`src/rtl/dsd_pkg.sv`:
```
// Package for the deferred service dispatcher: codes, widths and the command
// and result records passed between the front end, queue and back end.
`timescale 1ns / 1ps
`default_nettype none

package dsd_pkg;

  // Default sizing
  localparam int MAX_SERVICES_DEF    = 8;
  localparam int DISPATCH_BUDGET_DEF = 8;

  // Field widths
  localparam int FUNC_W  = 3;
  localparam int ID_W    = 8;
  localparam int GID_W   = 5;
  localparam int PNOW_W  = 8;
  localparam int COUNT_W = 16;
  localparam logic [COUNT_W-1:0] COUNT_MAX = '1;

  // Stream widths
  localparam int IN_DATA_W  = 16;
  localparam int OUT_DATA_W = 16;

  // Command queue depth between front and back
  localparam int QUEUE_DEPTH = 2;
  localparam int QPTR_W      = 1;
  localparam int QCNT_W      = 2;

  // Input function codes
  localparam logic [FUNC_W-1:0] FUNC_REGISTER = 3'd0;
  localparam logic [FUNC_W-1:0] FUNC_CLEAR    = 3'd1;
  localparam logic [FUNC_W-1:0] FUNC_SET      = 3'd2;
  localparam logic [FUNC_W-1:0] FUNC_SET_ONCE = 3'd3;
  localparam logic [FUNC_W-1:0] FUNC_DISPATCH = 3'd4;

  // Classified operation codes
  localparam logic [2:0] OP_REGISTER = 3'd0;
  localparam logic [2:0] OP_CLEAR    = 3'd1;
  localparam logic [2:0] OP_SET      = 3'd2;
  localparam logic [2:0] OP_SET_ONCE = 3'd3;
  localparam logic [2:0] OP_DISPATCH = 3'd4;
  localparam logic [2:0] OP_IGNORE   = 3'd5;

  typedef struct packed {
    logic [2:0]      op;
    logic [ID_W-1:0] svc_id;
    logic            id_ok;
    logic            handler;
  } cmd_t;

  typedef struct packed {
    logic              accepted;
    logic              grant_valid;
    logic [GID_W-1:0]  granted_id;
    logic              handled;
    logic              raise_request;
    logic [PNOW_W-1:0] pending_now;
    logic              last;
  } result_t;

endpackage

`default_nettype wire

```
`src/rtl/dsd_front.sv`:
```
// Front end of the dispatcher: takes input transactions and classifies them
// into commands for the queue. Depends on dsd_pkg.
`timescale 1ns / 1ps
`default_nettype none

module dsd_front #(
  parameter int MAX_SERVICES = dsd_pkg::MAX_SERVICES_DEF
) (
  input  wire logic                           in_tvalid,
  output logic                                in_tready,
  input  wire logic [dsd_pkg::FUNC_W-1:0]     in_tuser,  // func
  input  wire logic [dsd_pkg::IN_DATA_W-1:0]  in_tdata,  // service_id, handler_present
  input  wire logic                           q_full,
  output logic                                q_push,
  output dsd_pkg::cmd_t                       q_cmd
);

  logic [dsd_pkg::ID_W-1:0] svc_id;

  assign svc_id    = in_tdata[dsd_pkg::ID_W-1:0];
  assign in_tready = !q_full;
  assign q_push    = in_tvalid && !q_full;

  // Classify function and check the service id range
  always_comb begin
    q_cmd         = '0;
    q_cmd.svc_id  = svc_id;
    q_cmd.handler = in_tdata[dsd_pkg::ID_W];
    q_cmd.id_ok   = {1'b0, svc_id} < (dsd_pkg::ID_W+1)'(MAX_SERVICES);
    case (in_tuser)
      dsd_pkg::FUNC_REGISTER: q_cmd.op = dsd_pkg::OP_REGISTER;
      dsd_pkg::FUNC_CLEAR:    q_cmd.op = dsd_pkg::OP_CLEAR;
      dsd_pkg::FUNC_SET:      q_cmd.op = dsd_pkg::OP_SET;
      dsd_pkg::FUNC_SET_ONCE: q_cmd.op = dsd_pkg::OP_SET_ONCE;
      dsd_pkg::FUNC_DISPATCH: q_cmd.op = dsd_pkg::OP_DISPATCH;
      default:                q_cmd.op = dsd_pkg::OP_IGNORE;
    endcase
  end

endmodule

`default_nettype wire

```
`src/rtl/dsd_queue.sv`:
```
// Short command queue between the dispatcher's front and back ends.
// Depends on dsd_pkg.
`timescale 1ns / 1ps
`default_nettype none

module dsd_queue (
  input  wire logic          clk,
  input  wire logic          rst_n,
  input  wire logic          push,
  input  wire dsd_pkg::cmd_t push_cmd,
  output logic               full,
  input  wire logic          pop,
  output logic               head_valid,
  output dsd_pkg::cmd_t      head_cmd
);

  dsd_pkg::cmd_t               slot_r [dsd_pkg::QUEUE_DEPTH];
  logic [dsd_pkg::QPTR_W-1:0]  wr_ptr_r, wr_ptr_nxt;
  logic [dsd_pkg::QPTR_W-1:0]  rd_ptr_r, rd_ptr_nxt;
  logic [dsd_pkg::QCNT_W-1:0]  count_r,  count_nxt;

  assign full       = count_r == dsd_pkg::QCNT_W'(dsd_pkg::QUEUE_DEPTH);
  assign head_valid = count_r != '0;
  assign head_cmd   = slot_r[rd_ptr_r];

  // Advance pointers and occupancy
  always_comb begin
    wr_ptr_nxt = push ? wr_ptr_r + 1'b1 : wr_ptr_r;
    rd_ptr_nxt = pop  ? rd_ptr_r + 1'b1 : rd_ptr_r;
    count_nxt  = count_r;
    if (push && !pop) begin
      count_nxt = count_r + 1'b1;
    end else if (pop && !push) begin
      count_nxt = count_r - 1'b1;
    end
  end

  always_ff @(posedge clk) begin
    if (!rst_n) begin
      wr_ptr_r <= '0;
      rd_ptr_r <= '0;
      count_r  <= '0;
    end else begin
      wr_ptr_r <= wr_ptr_nxt;
      rd_ptr_r <= rd_ptr_nxt;
      count_r  <= count_nxt;
    end
  end

  // Store the pushed command
  always_ff @(posedge clk) begin
    if (push) begin
      slot_r[wr_ptr_r] <= push_cmd;
    end
  end

endmodule

`default_nettype wire

```
`src/rtl/dsd_back.sv`:
```
// Dispatcher back end: holds the pending table, executes queued commands one
// step per cycle unless stalled, registers each result. Depends on dsd_pkg.
`timescale 1ns / 1ps
`default_nettype none

module dsd_back #(
  parameter int MAX_SERVICES    = dsd_pkg::MAX_SERVICES_DEF,
  parameter int DISPATCH_BUDGET = dsd_pkg::DISPATCH_BUDGET_DEF
) (
  input  wire logic          clk,
  input  wire logic          rst_n,
  input  wire logic          cmd_valid,
  input  wire dsd_pkg::cmd_t cmd,
  output logic               cmd_pop,
  output logic               res_valid,
  input  wire logic          res_ready,
  output dsd_pkg::result_t   res
);

  localparam int IDX_W  = (MAX_SERVICES > 1) ? $clog2(MAX_SERVICES) : 1;
  localparam int STEP_W = (DISPATCH_BUDGET > 1) ? $clog2(DISPATCH_BUDGET) : 1;
  localparam int WIDE_W = (MAX_SERVICES > dsd_pkg::PNOW_W) ? MAX_SERVICES : dsd_pkg::PNOW_W;

  logic [dsd_pkg::COUNT_W-1:0] count_r [MAX_SERVICES];
  logic [MAX_SERVICES-1:0]     pend_r, pend_nxt;
  logic [MAX_SERVICES-1:0]     reg_r,  reg_nxt;
  logic [STEP_W-1:0]           step_r;
  logic                        res_valid_r;
  dsd_pkg::result_t            res_r;

  logic                        lp_any;
  logic [IDX_W-1:0]            lp_idx;
  logic [IDX_W-1:0]            idx;
  logic [dsd_pkg::COUNT_W-1:0] cnt, cnt_nxt;
  logic                        cnt_we;
  logic                        budget_end;
  logic                        step;
  logic [WIDE_W-1:0]           pend_wide;
  dsd_pkg::result_t            out_nxt;

  // Find the lowest pending service
  always_comb begin
    lp_any = 1'b0;
    lp_idx = '0;
    for (int i = MAX_SERVICES - 1; i >= 0; i--) begin
      if (pend_r[i]) begin
        lp_any = 1'b1;
        lp_idx = IDX_W'(i);
      end
    end
  end

  assign step       = cmd_valid && (!res_valid_r || res_ready);
  assign idx        = (cmd.op == dsd_pkg::OP_DISPATCH) ? lp_idx : cmd.svc_id[IDX_W-1:0];
  assign cnt        = count_r[idx];
  assign budget_end = step_r == STEP_W'(DISPATCH_BUDGET - 1);

  // Execute one step of the head command
  always_comb begin
    pend_nxt = pend_r;
    reg_nxt  = reg_r;
    cnt_nxt  = cnt;
    cnt_we   = 1'b0;
    out_nxt  = '0;
    out_nxt.last = 1'b1;
    case (cmd.op)
      dsd_pkg::OP_REGISTER: begin
        if (cmd.id_ok && cmd.handler) begin
          cnt_nxt          = '0;
          cnt_we           = 1'b1;
          pend_nxt[idx]    = 1'b0;
          reg_nxt[idx]     = 1'b1;
          out_nxt.accepted = 1'b1;
        end
      end
      dsd_pkg::OP_CLEAR: begin
        if (cmd.id_ok) begin
          cnt_nxt          = '0;
          cnt_we           = 1'b1;
          pend_nxt[idx]    = 1'b0;
          reg_nxt[idx]     = 1'b0;
          out_nxt.accepted = 1'b1;
        end
      end
      dsd_pkg::OP_SET, dsd_pkg::OP_SET_ONCE: begin
        if (cmd.id_ok) begin
          if (cmd.op == dsd_pkg::OP_SET_ONCE) begin
            cnt_nxt = dsd_pkg::COUNT_W'(1);
          end else if (cnt != dsd_pkg::COUNT_MAX) begin
            cnt_nxt = cnt + 1'b1;
          end
          cnt_we                = 1'b1;
          pend_nxt[idx]         = 1'b1;
          out_nxt.accepted      = 1'b1;
          out_nxt.raise_request = 1'b1;
        end
      end
      dsd_pkg::OP_DISPATCH: begin
        out_nxt.accepted = 1'b1;
        if (lp_any) begin
          if (cnt != '0) begin
            cnt_nxt = cnt - 1'b1;
          end
          cnt_we = 1'b1;
          if (cnt_nxt == '0) begin
            pend_nxt[idx] = 1'b0;
          end
          out_nxt.grant_valid   = 1'b1;
          out_nxt.granted_id    = dsd_pkg::GID_W'(idx);
          out_nxt.handled       = reg_r[idx];
          out_nxt.last          = budget_end || (pend_nxt == '0);
          out_nxt.raise_request = budget_end && (pend_nxt != '0);
        end
      end
      default: begin
        out_nxt.last = 1'b1;
      end
    endcase
    pend_wide           = WIDE_W'(pend_nxt);
    out_nxt.pending_now = pend_wide[dsd_pkg::PNOW_W-1:0];
  end

  assign cmd_pop = step && out_nxt.last;

  // Update table state and the grant step counter
  always_ff @(posedge clk) begin
    if (!rst_n) begin
      for (int i = 0; i < MAX_SERVICES; i++) begin
        count_r[i] <= '0;
      end
      pend_r <= '0;
      reg_r  <= '0;
      step_r <= '0;
    end else if (step) begin
      if (cnt_we) begin
        count_r[idx] <= cnt_nxt;
      end
      pend_r <= pend_nxt;
      reg_r  <= reg_nxt;
      step_r <= out_nxt.last ? '0 : STEP_W'(step_r + 1'b1);
    end
  end

  // Hold each result until the receiver takes it
  always_ff @(posedge clk) begin
    if (!rst_n) begin
      res_valid_r <= 1'b0;
    end else if (step) begin
      res_valid_r <= 1'b1;
    end else if (res_ready) begin
      res_valid_r <= 1'b0;
    end
  end

  always_ff @(posedge clk) begin
    if (step) begin
      res_r <= out_nxt;
    end
  end

  assign res_valid = res_valid_r;
  assign res       = res_r;

endmodule

`default_nettype wire

```
`src/rtl/deferred_service_dispatcher.sv`:
```
// Top level of the deferred service dispatcher: front end, command queue and
// back end. Depends on dsd_pkg, dsd_front, dsd_queue and dsd_back.
//
// Usage:
//   Input stream in_*: in_tuser carries func (register, clear, set pending,
//   set pending once, dispatch); in_tdata carries service_id and
//   handler_present. Result stream out_*: one result per event operation,
//   and one result per grant for a dispatch (at least one, at most
//   DISPATCH_BUDGET); out_tlast marks the final result of an input item.
//   An accepted input transaction is written into the command queue; the
//   back end executes it from the queue head and registers its result.
//   Throughput: the back end makes one result per cycle while out_tready
//   does not stall it; a dispatch makes one result per grant, and the grant
//   loop over the pending table in the back end sets the rate.
//   A two-entry command queue lets the front end keep taking transactions
//   while the back end works or waits.
//   Reset clears all pending counts, the pending and registered masks, the
//   queue and the result valid flag. When out_tready is low the current result
//   holds, the back end stops, and in_tready drops once the queue is full.
`timescale 1ns / 1ps
`default_nettype none

module deferred_service_dispatcher #(
  parameter int MAX_SERVICES    = dsd_pkg::MAX_SERVICES_DEF,
  parameter int DISPATCH_BUDGET = dsd_pkg::DISPATCH_BUDGET_DEF
) (
  input  wire logic                            clk,
  input  wire logic                            rst_n,
  input  wire logic                            in_tvalid,
  output logic                                 in_tready,
  input  wire logic [dsd_pkg::FUNC_W-1:0]      in_tuser,   // [2:0] func
  input  wire logic [dsd_pkg::IN_DATA_W-1:0]   in_tdata,   // [7:0] service_id, [8] handler_present
  output logic                                 out_tvalid,
  input  wire logic                            out_tready,
  output logic                                 out_tuser,  // [0] grant_valid
  output logic [dsd_pkg::OUT_DATA_W-1:0]       out_tdata,  // [0] accepted, [5:1] granted_id,
                                                           // [6] handled, [7] raise_request,
                                                           // [15:8] pending_now
  output logic                                 out_tlast
);

  logic             q_full;
  logic             q_push;
  dsd_pkg::cmd_t    q_cmd;
  logic             q_pop;
  logic             head_valid;
  dsd_pkg::cmd_t    head_cmd;
  dsd_pkg::result_t res;

  dsd_front #(
    .MAX_SERVICES (MAX_SERVICES)
  ) u_front (
    .in_tvalid (in_tvalid),
    .in_tready (in_tready),
    .in_tuser  (in_tuser),
    .in_tdata  (in_tdata),
    .q_full    (q_full),
    .q_push    (q_push),
    .q_cmd     (q_cmd)
  );

  dsd_queue u_queue (
    .clk        (clk),
    .rst_n      (rst_n),
    .push       (q_push),
    .push_cmd   (q_cmd),
    .full       (q_full),
    .pop        (q_pop),
    .head_valid (head_valid),
    .head_cmd   (head_cmd)
  );

  dsd_back #(
    .MAX_SERVICES    (MAX_SERVICES),
    .DISPATCH_BUDGET (DISPATCH_BUDGET)
  ) u_back (
    .clk       (clk),
    .rst_n     (rst_n),
    .cmd_valid (head_valid),
    .cmd       (head_cmd),
    .cmd_pop   (q_pop),
    .res_valid (out_tvalid),
    .res_ready (out_tready),
    .res       (res)
  );

  // Pack the result transaction
  assign out_tuser = res.grant_valid;
  assign out_tlast = res.last;
  assign out_tdata = {res.pending_now, res.raise_request, res.handled,
                      res.granted_id, res.accepted};

endmodule

`default_nettype wire

```
`config.mk`:
```
export PLATFORM = sky130hd
export DESIGN_NAME = deferred_service_dispatcher
export DESIGN_NICKNAME = d
export VERILOG_FILES = /design/src/rtl/dsd_pkg.sv /design/src/rtl/dsd_front.sv /design/src/rtl/dsd_queue.sv /design/src/rtl/dsd_back.sv /design/src/rtl/deferred_service_dispatcher.sv
export SDC_FILE = /design/constraint.sdc
export NUM_CORES = 1
export LEC_CHECK = 0
export BUFFER_PORTS_ARGS = -buffer_cell sky130_fd_sc_hd__buf_2
export CORE_ASPECT_RATIO = 0.6
export CORE_UTILIZATION = 30
export CTS_CLUSTER_DIAMETER = 40
export DETAILED_ROUTE_END_ITERATION = 16
export GPL_ROUTABILITY_DRIVEN = 0
export PLACE_DENSITY = 0.48
export RECOVER_POWER = 50
export SLEW_MARGIN = 25
export SYNTH_ARGS = -nofsm -noshare
export SYNTH_HDL_FRONTEND = slang
export SYNTH_SLANG_ARGS = --single-unit
```
`constraint.sdc`:
```
create_clock -name clk -period 11.6 [get_ports clk]
set_input_delay 0 -clock clk [delete_from_list [all_inputs] [get_ports clk]]
set_output_delay 0 -clock clk [all_outputs]
set_load 0.005 [all_outputs]
```
# After elaboration in Yosys (flattened, before gate mapping)
# Memories as Yosys holds them, arrays and structs flattened. A register that Yosys moved wholly into a read port is not among the register bits.
# Index checks and enable logic that the tools add are counted.
# op_classes
bitwise,5
addsub,7
muxes,69
reduce_logical,29
n_eq_ne,13
order_cmp,3
# op_table
op,count
16-bit two-way mux,10
8-bit two-way mux,10
16-bit case mux with 4 select lines,1
3-bit two-way mux,11
8-bit case mux with 4 select lines,1
1-bit two-way mux,27
16-bit by 1-bit adder with 16-bit output (second input constant),1
8-bit bitwise AND,2
16-bit zero test,1
16-bit != test (second input constant),1
8-bit bitwise OR,2
8-bit case mux with 2 select lines,1
16-bit nonzero test,1
16-bit OR reduction,1
16-bit by 1-bit subtractor with 16-bit output (second input constant),1
3-bit case mux with 5 select lines,1
3-bit by 2-bit equality test with 1-bit output (second input constant),4
3-bit equality test (second input constant),3
1-bit logical AND,8
8-bit zero test,1
8-bit by 4-bit less-than comparator with 1-bit output (second input constant),1
8-bit NOT,1
2-bit nonzero test,4
8-bit nonzero test,1
21 further kinds,31
# word_totals
out_inout_bits,20
mem_count,2
mem_bits_rw,154
ff_bits,42
in_bits,23
# memory_table
memory,depth,word_bits,rd,rd_clocked_by_memory_dff,write_ports,line_no,source
u_back.count_r,8,16,1,0,8,dsd_back.sv:24,logic [dsd_pkg::COUNT_W-1:0] count_r [MAX_SERVICES];
u_queue.slot_r,2,13,1,1,1,dsd_queue.sv:17,dsd_pkg::cmd_t slot_r [dsd_pkg::QUEUE_DEPTH];

# Depth between registers and ports, before layout
# Gate-level depths: netlist of the first run.
# logic_depth
ltp_word,26
mapped_depth,25
mapped_depth_nobuf,21

# Hierarchy
# Synthesis of the first run repeated with hierarchy kept, for this count alone.
# hier_totals
cells_unflattened,1020
hier_area_um2,10923.0
# by_module_without_submodules
mod,cells_each,n_inst,area_each_um2,seq_area_each_um2
dsd_back,942,1,9663.0,4724.5
dsd_queue,62,1,1153.6,880.8
dsd_front,16,1,106.4,0.0

# Worst setup path before layout of the first run
# OpenSTA, ideal clock, no wires.
# synth_timing
kind,flip-flop to flip-flop
start,memory u_queue.slot_r[0][11] in the netlist's numbering
end,register u_queue.count_r[1] in the netlist's numbering
n_path_buf,2
arrival_ps,5498
slack_ps,6027
path_stages_with_launch,23
required_time_ps,11524
cell_sequence,edfxtp_1 > nor4b_2 > nor2_2 > o31a_1 > buf_2 > buf_2 > nand2_1 > a21oi_1 > nor4_2 > ha_1 > inv_1 > nor4_1 > nand4_2 > nor3_2 > o221ai_2 > a2111oi_4 > o221ai_1 > a22oi_1 > a41o_2 > nand2_2 > ha_1 > or3_1 > a21boi_0
# synth_lines
element,line_no,source
from (decl),dsd_queue.sv:17,
to (signal assigned),dsd_queue.sv:46,count_r <= count_nxt;
to (decl),dsd_queue.sv:20,"logic [dsd_pkg::QCNT_W-1:0] count_r, count_nxt;"

==> flow_metrics.py, run 1 <==
metrics = {
    "route": {
        "vias": 8815,
        "drc": 0,
        "wl_per_cell_um": 24.1,
        "wl_mm": 37.5,
        "drt-initial-drc-count": 1063,
        "vias_per_cell": 5.67,
        "dr.pass1.iters": 8,
        "ant_nets": 0,
    },
    "timing": {
        "fmax_mhz": 110,
        "hold_viol": 0,
        "drv_slew": 33,
        "max_slew.worst_pin.slew_ns": 1.68,
        "holdWs_ns": 0.0887,
        "finalSetupTns_ns": 0,
        "slew_headroom_pct": -12.2,
        "post-route-period-util_pct": 78.5,
        "finClkSkew_ns": 0.0102,
        "rsz0062_at_grt": "no",
        "layout_min_cycle_time_ns": 9.10,
        "finalSetupViolations": 0,
    },
    "clock_network": {
        "clk_pin_slew_ns": 0.07,
        "htree_levels": 4,
        "cts_buffers": 17,
        "clk_latency_ns": 0.45,
        "cts_root_buf": "clkbuf_16",
        "postCtsSetupBuffers": 0,
        "tritoncts": "done",
        "max-clock-path-buffers": 2,
        "cts_sinks": 185,
        "cts_resized": 0,
        "hold_buffers": 12,
    },
    "synth": {
        "synth.distinct_cells": 99,
        "yosysWarnings": 0,
        "synthCells": 1056,
        "synth_edf_count": 160,
        "yosys_most_used_dff": "edfxtp_1",
        "ys_seq_area_share_pct": 50.6,
        "synth-seq-cells": 185,
        "synth_area_mm2": 0.0105,
        "avgSynthCellArea_um2": 9.94,
        "async_flop_share_pct": 0,
    },
    "power_and_ir_drop": {
        "power_density_mw_per_mm2": 254,
        "switching_share_pct": 47.2,
        "seqPwrFrac_pct": 29.1,
        "power_frac_clock_pct": 19.6,
        "p_int_mw": 1.58,
        "vdd_drop_max_uv": 119,
        "pwr-share-comb_pct": 51.3,
        "p_leak_nw": 3.91,
        "netSwitchingPower_mw": 1.41,
        "total_power_mw": 2.99,
    },
    "worst_setup_path": {
        "required_ns": 11.96,
        "cp_data_arrival_time_ns": 9.46,
        "path_max_fanout": 25,
        "end_kind": "flop",
        "start_kind": "flop",
        "crit_type": "flop to flop",
    },
    "outcome": {
        "violations": "max-capacitance violations, max-slew violations",
        "outcome": "finished, violations left",
    },
    "final_layout": {
        "most-common-layout-cells": "edfxtp_1, nor2_1, nand2_1",
        "drive_gt1_share_pct": 11.1,
        "multi_input_area_mm2": 0.00487,
        "area_delta_synth_final_pct": 12.0,
        "layout_commonest_cell": "edfxtp_1",
        "nFillCells": 3509,
        "fin_nets": 1109,
        "ff_latch_area_mm2": 0.00531,
    },
    "global_routing": {
        "grt-ovfl-total": 0,
        "grt_usage_pct": 21.2,
        "antenna_found_initial": 1,
        "grt_pass1_vias": 7967,
        "grt_pass1_wl_mm": 55.2,
        "grt_max_degree": 49,
    },
    "die": {
        "start_util_pct": 30.8,
        "die_w_um": 243,
        "core_area_mm2": 0.0341,
        "pin_count": 43,
        "rows": 52,
        "dieArea_mm2": 0.0358,
        "die_h_um": 147,
    },
    "min_path": {
        "hold_path.class": "primary input to flop",
    },
    "place": {
        "port_buffers": 33,
        "hpwl_mm": 25.6,
    },
    "flow_run": {
        "maxCapViolCount": 1,
    },
}
-- final cells by class --
| type | instances | area share (%) |
|---|---|---|
| sequential | 185 | 45.1 |
| inverter | 10 | 0.319 |
| clock buffer | 23 | 4.34 |
| timing repair buffer | 65 | 3.37 |
| antenna | 2 | 0.0426 |
| multi-input combinational | 802 | 41.4 |
| clock inverter | 9 | 0.490 |
| tap | 459 | 4.88 |
-- cells by family after synthesis --
group | after synthesis | synth area share, %
flip-flops | 185 | 50.6
AND/OR/NAND/NOR | 478 | 22.8
adder cells (fa/ha/maj) | 5 | 0.596
buffers and inverters | 70 | 3.12
XOR/XNOR | 22 | 1.84
AO/OA/AOI/OAI | 257 | 17.2
multiplexers | 38 | 3.89
other | 1 | 0.0357
-- path summary, 6_finish.rpt --
check / startpoint / slack [ns] / depth (start not counted) / to
setup reg to reg: flop / 2.50 / 20 / u_queue.count_r[1]
hold / removal: rst_n / 0.09 / 2 / u_back.res_valid
setup / recovery: flop / 2.50 / 20 / u_queue.count_r[1]
hold reg to reg: flop / 0.47 / 2 / flop
-- synth_stat cells, types with 8 or more instances --
| library cell | count | share of area, % |
|---|---|---|
| mux2_2 | 10 | 1.1 |
| edfxtp_1 | 160 | 46 |
| and2_1 | 8 | 0.48 |
| xnor2_1 | 18 | 1.5 |
| a21o_1 | 13 | 0.93 |
| nand3_1 | 28 | 1.3 |
| o22ai_1 | 13 | 0.78 |
| o211ai_1 | 17 | 1.2 |
| a31oi_1 | 14 | 0.83 |
| nor2_1 | 156 | 5.6 |
| or3_1 | 8 | 0.48 |
| clkbuf_1 | 30 | 1.1 |
| nor2b_1 | 47 | 2.8 |
| nand2_1 | 122 | 4.4 |
| o21ai_1 | 8 | 0.38 |
| nand4_1 | 22 | 1.3 |
| nor3_1 | 27 | 1.3 |
| buf_2 | 18 | 0.86 |
| dfxtp_1 | 25 | 4.8 |
| mux2i_1 | 24 | 2.3 |
| a21oi_1 | 67 | 3.2 |
| o21ai_0 | 41 | 2.0 |
| inv_1 | 10 | 0.36 |
-- power by group through the flow --
stage                     clock network, mW  logic (mW)  registers [mW]
final                                 0.585        1.53           0.869
after detailed placement                  0        1.49           0.880
after global placement                    0        1.48           0.879
after floorplan                           0        1.01           0.856
after global routing                  0.618        1.63           0.878
after CTS                             0.587        1.50           0.866
-- metrics by stage --
stage,cells,util (%),instance area (um^2),setup WS [ns]
floorplan,1057,-,10500,6.03
global placement,1508,32.6,11100,4.31
detailed placement,1508,32.6,11100,4.28
CTS,1552,34.7,11800,4.19
global route,1553,34.5,11800,2.00
finish,1555,34.5,11800,2.50
-- state kept, by name, indices dropped and copies added (netlist names), named ones only --
register / flops
u_back.res: 16
u_back.res_valid: 1
u_queue.count_r: 2
u_queue.wr_ptr_r: 1
u_back.step_r: 3
u_back.count_r: 128
u_queue.slot_r: 16
u_back.pend_r: 8
u_queue.rd_ptr_r: 1
-- routing by layer --
metal  share of wire, %  track usage [%]  wire, um  vias to the layer above
met5                  0                0         0                        -
met4                1.0             4.09       386                        0
met3                8.2             4.86      3070                       28
met2                 37             26.9     13900                      396
met1                 54             35.2     20100                     4406
li1                   -                -         -                     3985
-- critical path, cell delays in order (launching register included) --
cell and delay, ns:
dfxtp_1 0.32, clkbuf_1 0.84, nor4b_1 0.28, nor2_2 0.14
clkbuf_1 1.09, o31a_1 0.92, buf_4 0.47, nor2_1 0.23
a2111o_1 0.62, a2111oi_2 0.75, nand4_1 0.38, nor3_2 0.38
o221ai_2 0.17, a2111oi_4 0.43, o21ai_1 0.30, o21ai_2 0.25
a41o_2 0.31, nand2_2 0.11, ha_1 0.41, or3_1 0.35
a21boi_0 0.21
No activity file was read; power rests on OpenSTA's default activity.
==> inputs of run 2 (changes only) <==
--- a/config.mk
+++ b/config.mk
@@ -11,7 +11,7 @@
 export CTS_CLUSTER_DIAMETER = 40
 export DETAILED_ROUTE_END_ITERATION = 16
 export GPL_ROUTABILITY_DRIVEN = 0
-export PLACE_DENSITY = 0.48
+export PLACE_DENSITY = 0.49
 export RECOVER_POWER = 50
 export SLEW_MARGIN = 25
 export SYNTH_ARGS = -nofsm -noshare
==> constraint.sdc (replaced) <==
create_clock -name clk -period 7.5 [get_ports clk]
set_input_delay 0 -clock clk [delete_from_list [all_inputs] [get_ports clk]]
set_output_delay 0 -clock clk [all_outputs]
set_load 0.005 [all_outputs]
==> run 2 against run 1 <==
Effect of this change:
- the run still ends with max-capacitance violations, max-slew violations left
- critical path depth increased by 2
- clock power increased by 57%
- sequential share of layout area decreased by 0.67 points
- non-clock buffer count increased by 21
- hold slack improved by 0.024 ns
- core utilization increased by 0.52 points
- sequential power increased by 57%
- setup slack got worse by 1.9 ns
- routed wire length decreased by 0.54%
- combinational power increased by 60%
==> flow_metrics.py, run 2 (synthesis results as in run 1) <==
metrics = {
    "timing": {
        "post-route-period-util_pct": 92.3,
        "rsz0062_at_grt": "no",
        "drv_slew": 68,
        "max_slew.worst_pin.slew_ns": 2.47,
        "finClkSkew_ns": 0.0116,
        "finalSetupTns_ns": 0,
        "finalSetupViolations": 0,
        "fmax_mhz": 144,
        "layout_min_cycle_time_ns": 6.92,
        "hold_viol": 0,
        "slew_headroom_pct": -65.4,
    },
    "worst_setup_path": {
        "end_kind": "flop",
        "start_kind": "flop",
        "rrSetupSlack_ns": 0.58,
        "r2r_cells": 22,
        "crit_type": "flop to flop",
        "required_ns": 7.89,
        "cp_data_arrival_time_ns": 7.31,
        "r2r_end": "u_queue.count_r[1]",
        "path_max_fanout": 36,
    },
    "place": {
        "dpl.cell_count": 1530,
        "hpwl_mm": 26.0,
        "port_buffers": 33,
    },
    "die": {
        "pin_count": 43,
        "core_area_mm2": 0.0341,
        "die_h_um": 147,
        "die_w_um": 243,
        "start_util_pct": 30.8,
        "rows": 52,
        "dieArea_mm2": 0.0358,
    },
    "flow_run": {
        "maxCapViolCount": 3,
    },
    "min_path": {
        "hold_depth": 2,
        "worstHoldStart": "rst_n",
        "hold_path.class": "primary input to flop",
        "whs_endpoint": "u_back.res_valid",
    },
    "power_and_ir_drop": {
        "p_leak_nw": 4.00,
        "vdd_drop_max_uv": 201,
        "power_density_mw_per_mm2": 396,
    },
    "final_layout": {
        "most-common-layout-cells": "edfxtp_1, nor2_1, nand2_1",
        "ff_latch_area_mm2": 0.00531,
        "area_delta_synth_final_pct": 13.7,
        "layout_commonest_cell": "edfxtp_1",
        "multi_input_area_mm2": 0.00487,
        "fin_nets": 1130,
        "fin_cells": 1575,
        "regMostFlops": "u_back.count_r",
        "largest_register_ffs": 128,
        "drive_gt1_share_pct": 12.6,
        "nFillCells": 3482,
    },
    "global_routing": {
        "grt_max_degree": 38,
        "grt_pass1_vias": 8061,
        "grt_pass1_wl_mm": 54.6,
        "grt-ovfl-total": 0,
        "grt_util_met3_pct": 8.66,
        "met1_usage_pct": 32.7,
        "grt_usage_pct": 21.1,
        "grt.busiest_layer": "met1",
        "globalRouteMet2Util_pct": 26.3,
        "antenna_found_initial": 1,
    },
    "route": {
        "drc": 0,
        "ant_nets": 0,
        "wl_per_cell_um": 23.7,
        "dr.pass1.iters": 6,
        "drt-initial-drc-count": 1025,
        "vias_per_cell": 5.69,
        "wl_mm": 37.3,
        "vias": 8963,
    },
    "clock_network": {
        "cts_sinks": 185,
        "max-clock-path-buffers": 2,
        "clk_pin_slew_ns": 0.08,
        "clk_latency_ns": 0.46,
        "tritoncts": "done",
        "htree_levels": 4,
        "cts_root_buf": "clkbuf_16",
        "cts_buffers": 17,
        "cts_resized": 0,
    },
    "outcome": {
        "violations": "max-capacitance violations, max-slew violations",
        "outcome": "finished, violations left",
    },
}
-- run 2: cell count changes in the layout (fill, tap and decap cells not counted), sizes merged --
| cell | delta |
|---|---|
| clkinv | +1 |
| clkbuf | -5 |
| diode | -1 |
| inv | +1 |
| bufinv | +2 |
| buf | +20 |
| clkinvlp | +2 |
-- run 2: stage by stage --
step	hold slack (ns)	area [um^2]	setup slack, ns	total power, mW	util, %
2_1_floorplan	0.0989	10500	1.93	2.89	-
3_3_place_gp	0.190	11300	0.926	3.74	33.1
3_5_place_dp	0.198	11300	0.788	3.75	33.1
4_1_cts	0.0894	12000	0.759	4.66	35.1
5_1_grt	0.121	11900	0.164	4.94	35.0
6_report	0.112	11900	0.579	4.72	35.0
-- run 2: worst max path at each step --
stage	end
after floorplan	u_queue.count_r[1]
after global placement	u_queue.count_r[1]
after detailed placement	u_queue.count_r[1]
after CTS	u_queue.count_r[1]
after global routing	u_queue.count_r[1]
final	u_queue.count_r[1]
-- run 2: layer usage --
layer / vias up / wire length [um]
met5: - / 20
met4: 2 / 308
met3: 22 / 4970
met2: 470 / 13900
met1: 4446 / 18100
li1: 4023 / -
-- run 2: final cells by class --
| type | count | share of cell area [%] |
|---|---|---|
| Clock buffer | 17 | 3.56 |
| Timing Repair Buffer | 86 | 4.76 |
| Antenna cell | 1 | 0.0210 |
| Multi-Input combinational cell | 802 | 40.8 |
| Sequential cell | 185 | 44.4 |
| Tap cell | 459 | 4.81 |
| Inverter | 10 | 0.314 |
| Clock inverter | 15 | 1.25 |
-- run 2: repair_timing --
item / in CTS / in global routing
hold endpoints to repair: 18 / 0
hold buffers: 12 / 0
buffers inserted: 0 / 0
-- run 2: critical path: stages, from the launching register on --
cell	delay (ns)
dfxtp_1	0.45
nor4b_2	0.53
nor2_2	0.16
buf_4	0.23
o31a_1	0.35
buf_12	0.19
nand2_1	0.11
a21oi_1	0.07
nor4_2	0.68
ha_1	0.33
inv_1	0.09
nor4_1	0.52
nand4_2	0.28
nor3_2	0.28
o221ai_2	0.14
a2111oi_4	0.45
o21ai_1	0.30
o21ai_1	0.25
a41o_2	0.31
nand2_2	0.12
ha_1	0.46
or3_1	0.35
a21boi_0	0.15
-- run 2: power by group --
group / internal, mW / switching [mW]
Combinational: 0.760 / 1.69
Clock: 0.491 / 0.425
Sequential: 1.26 / 0.0922
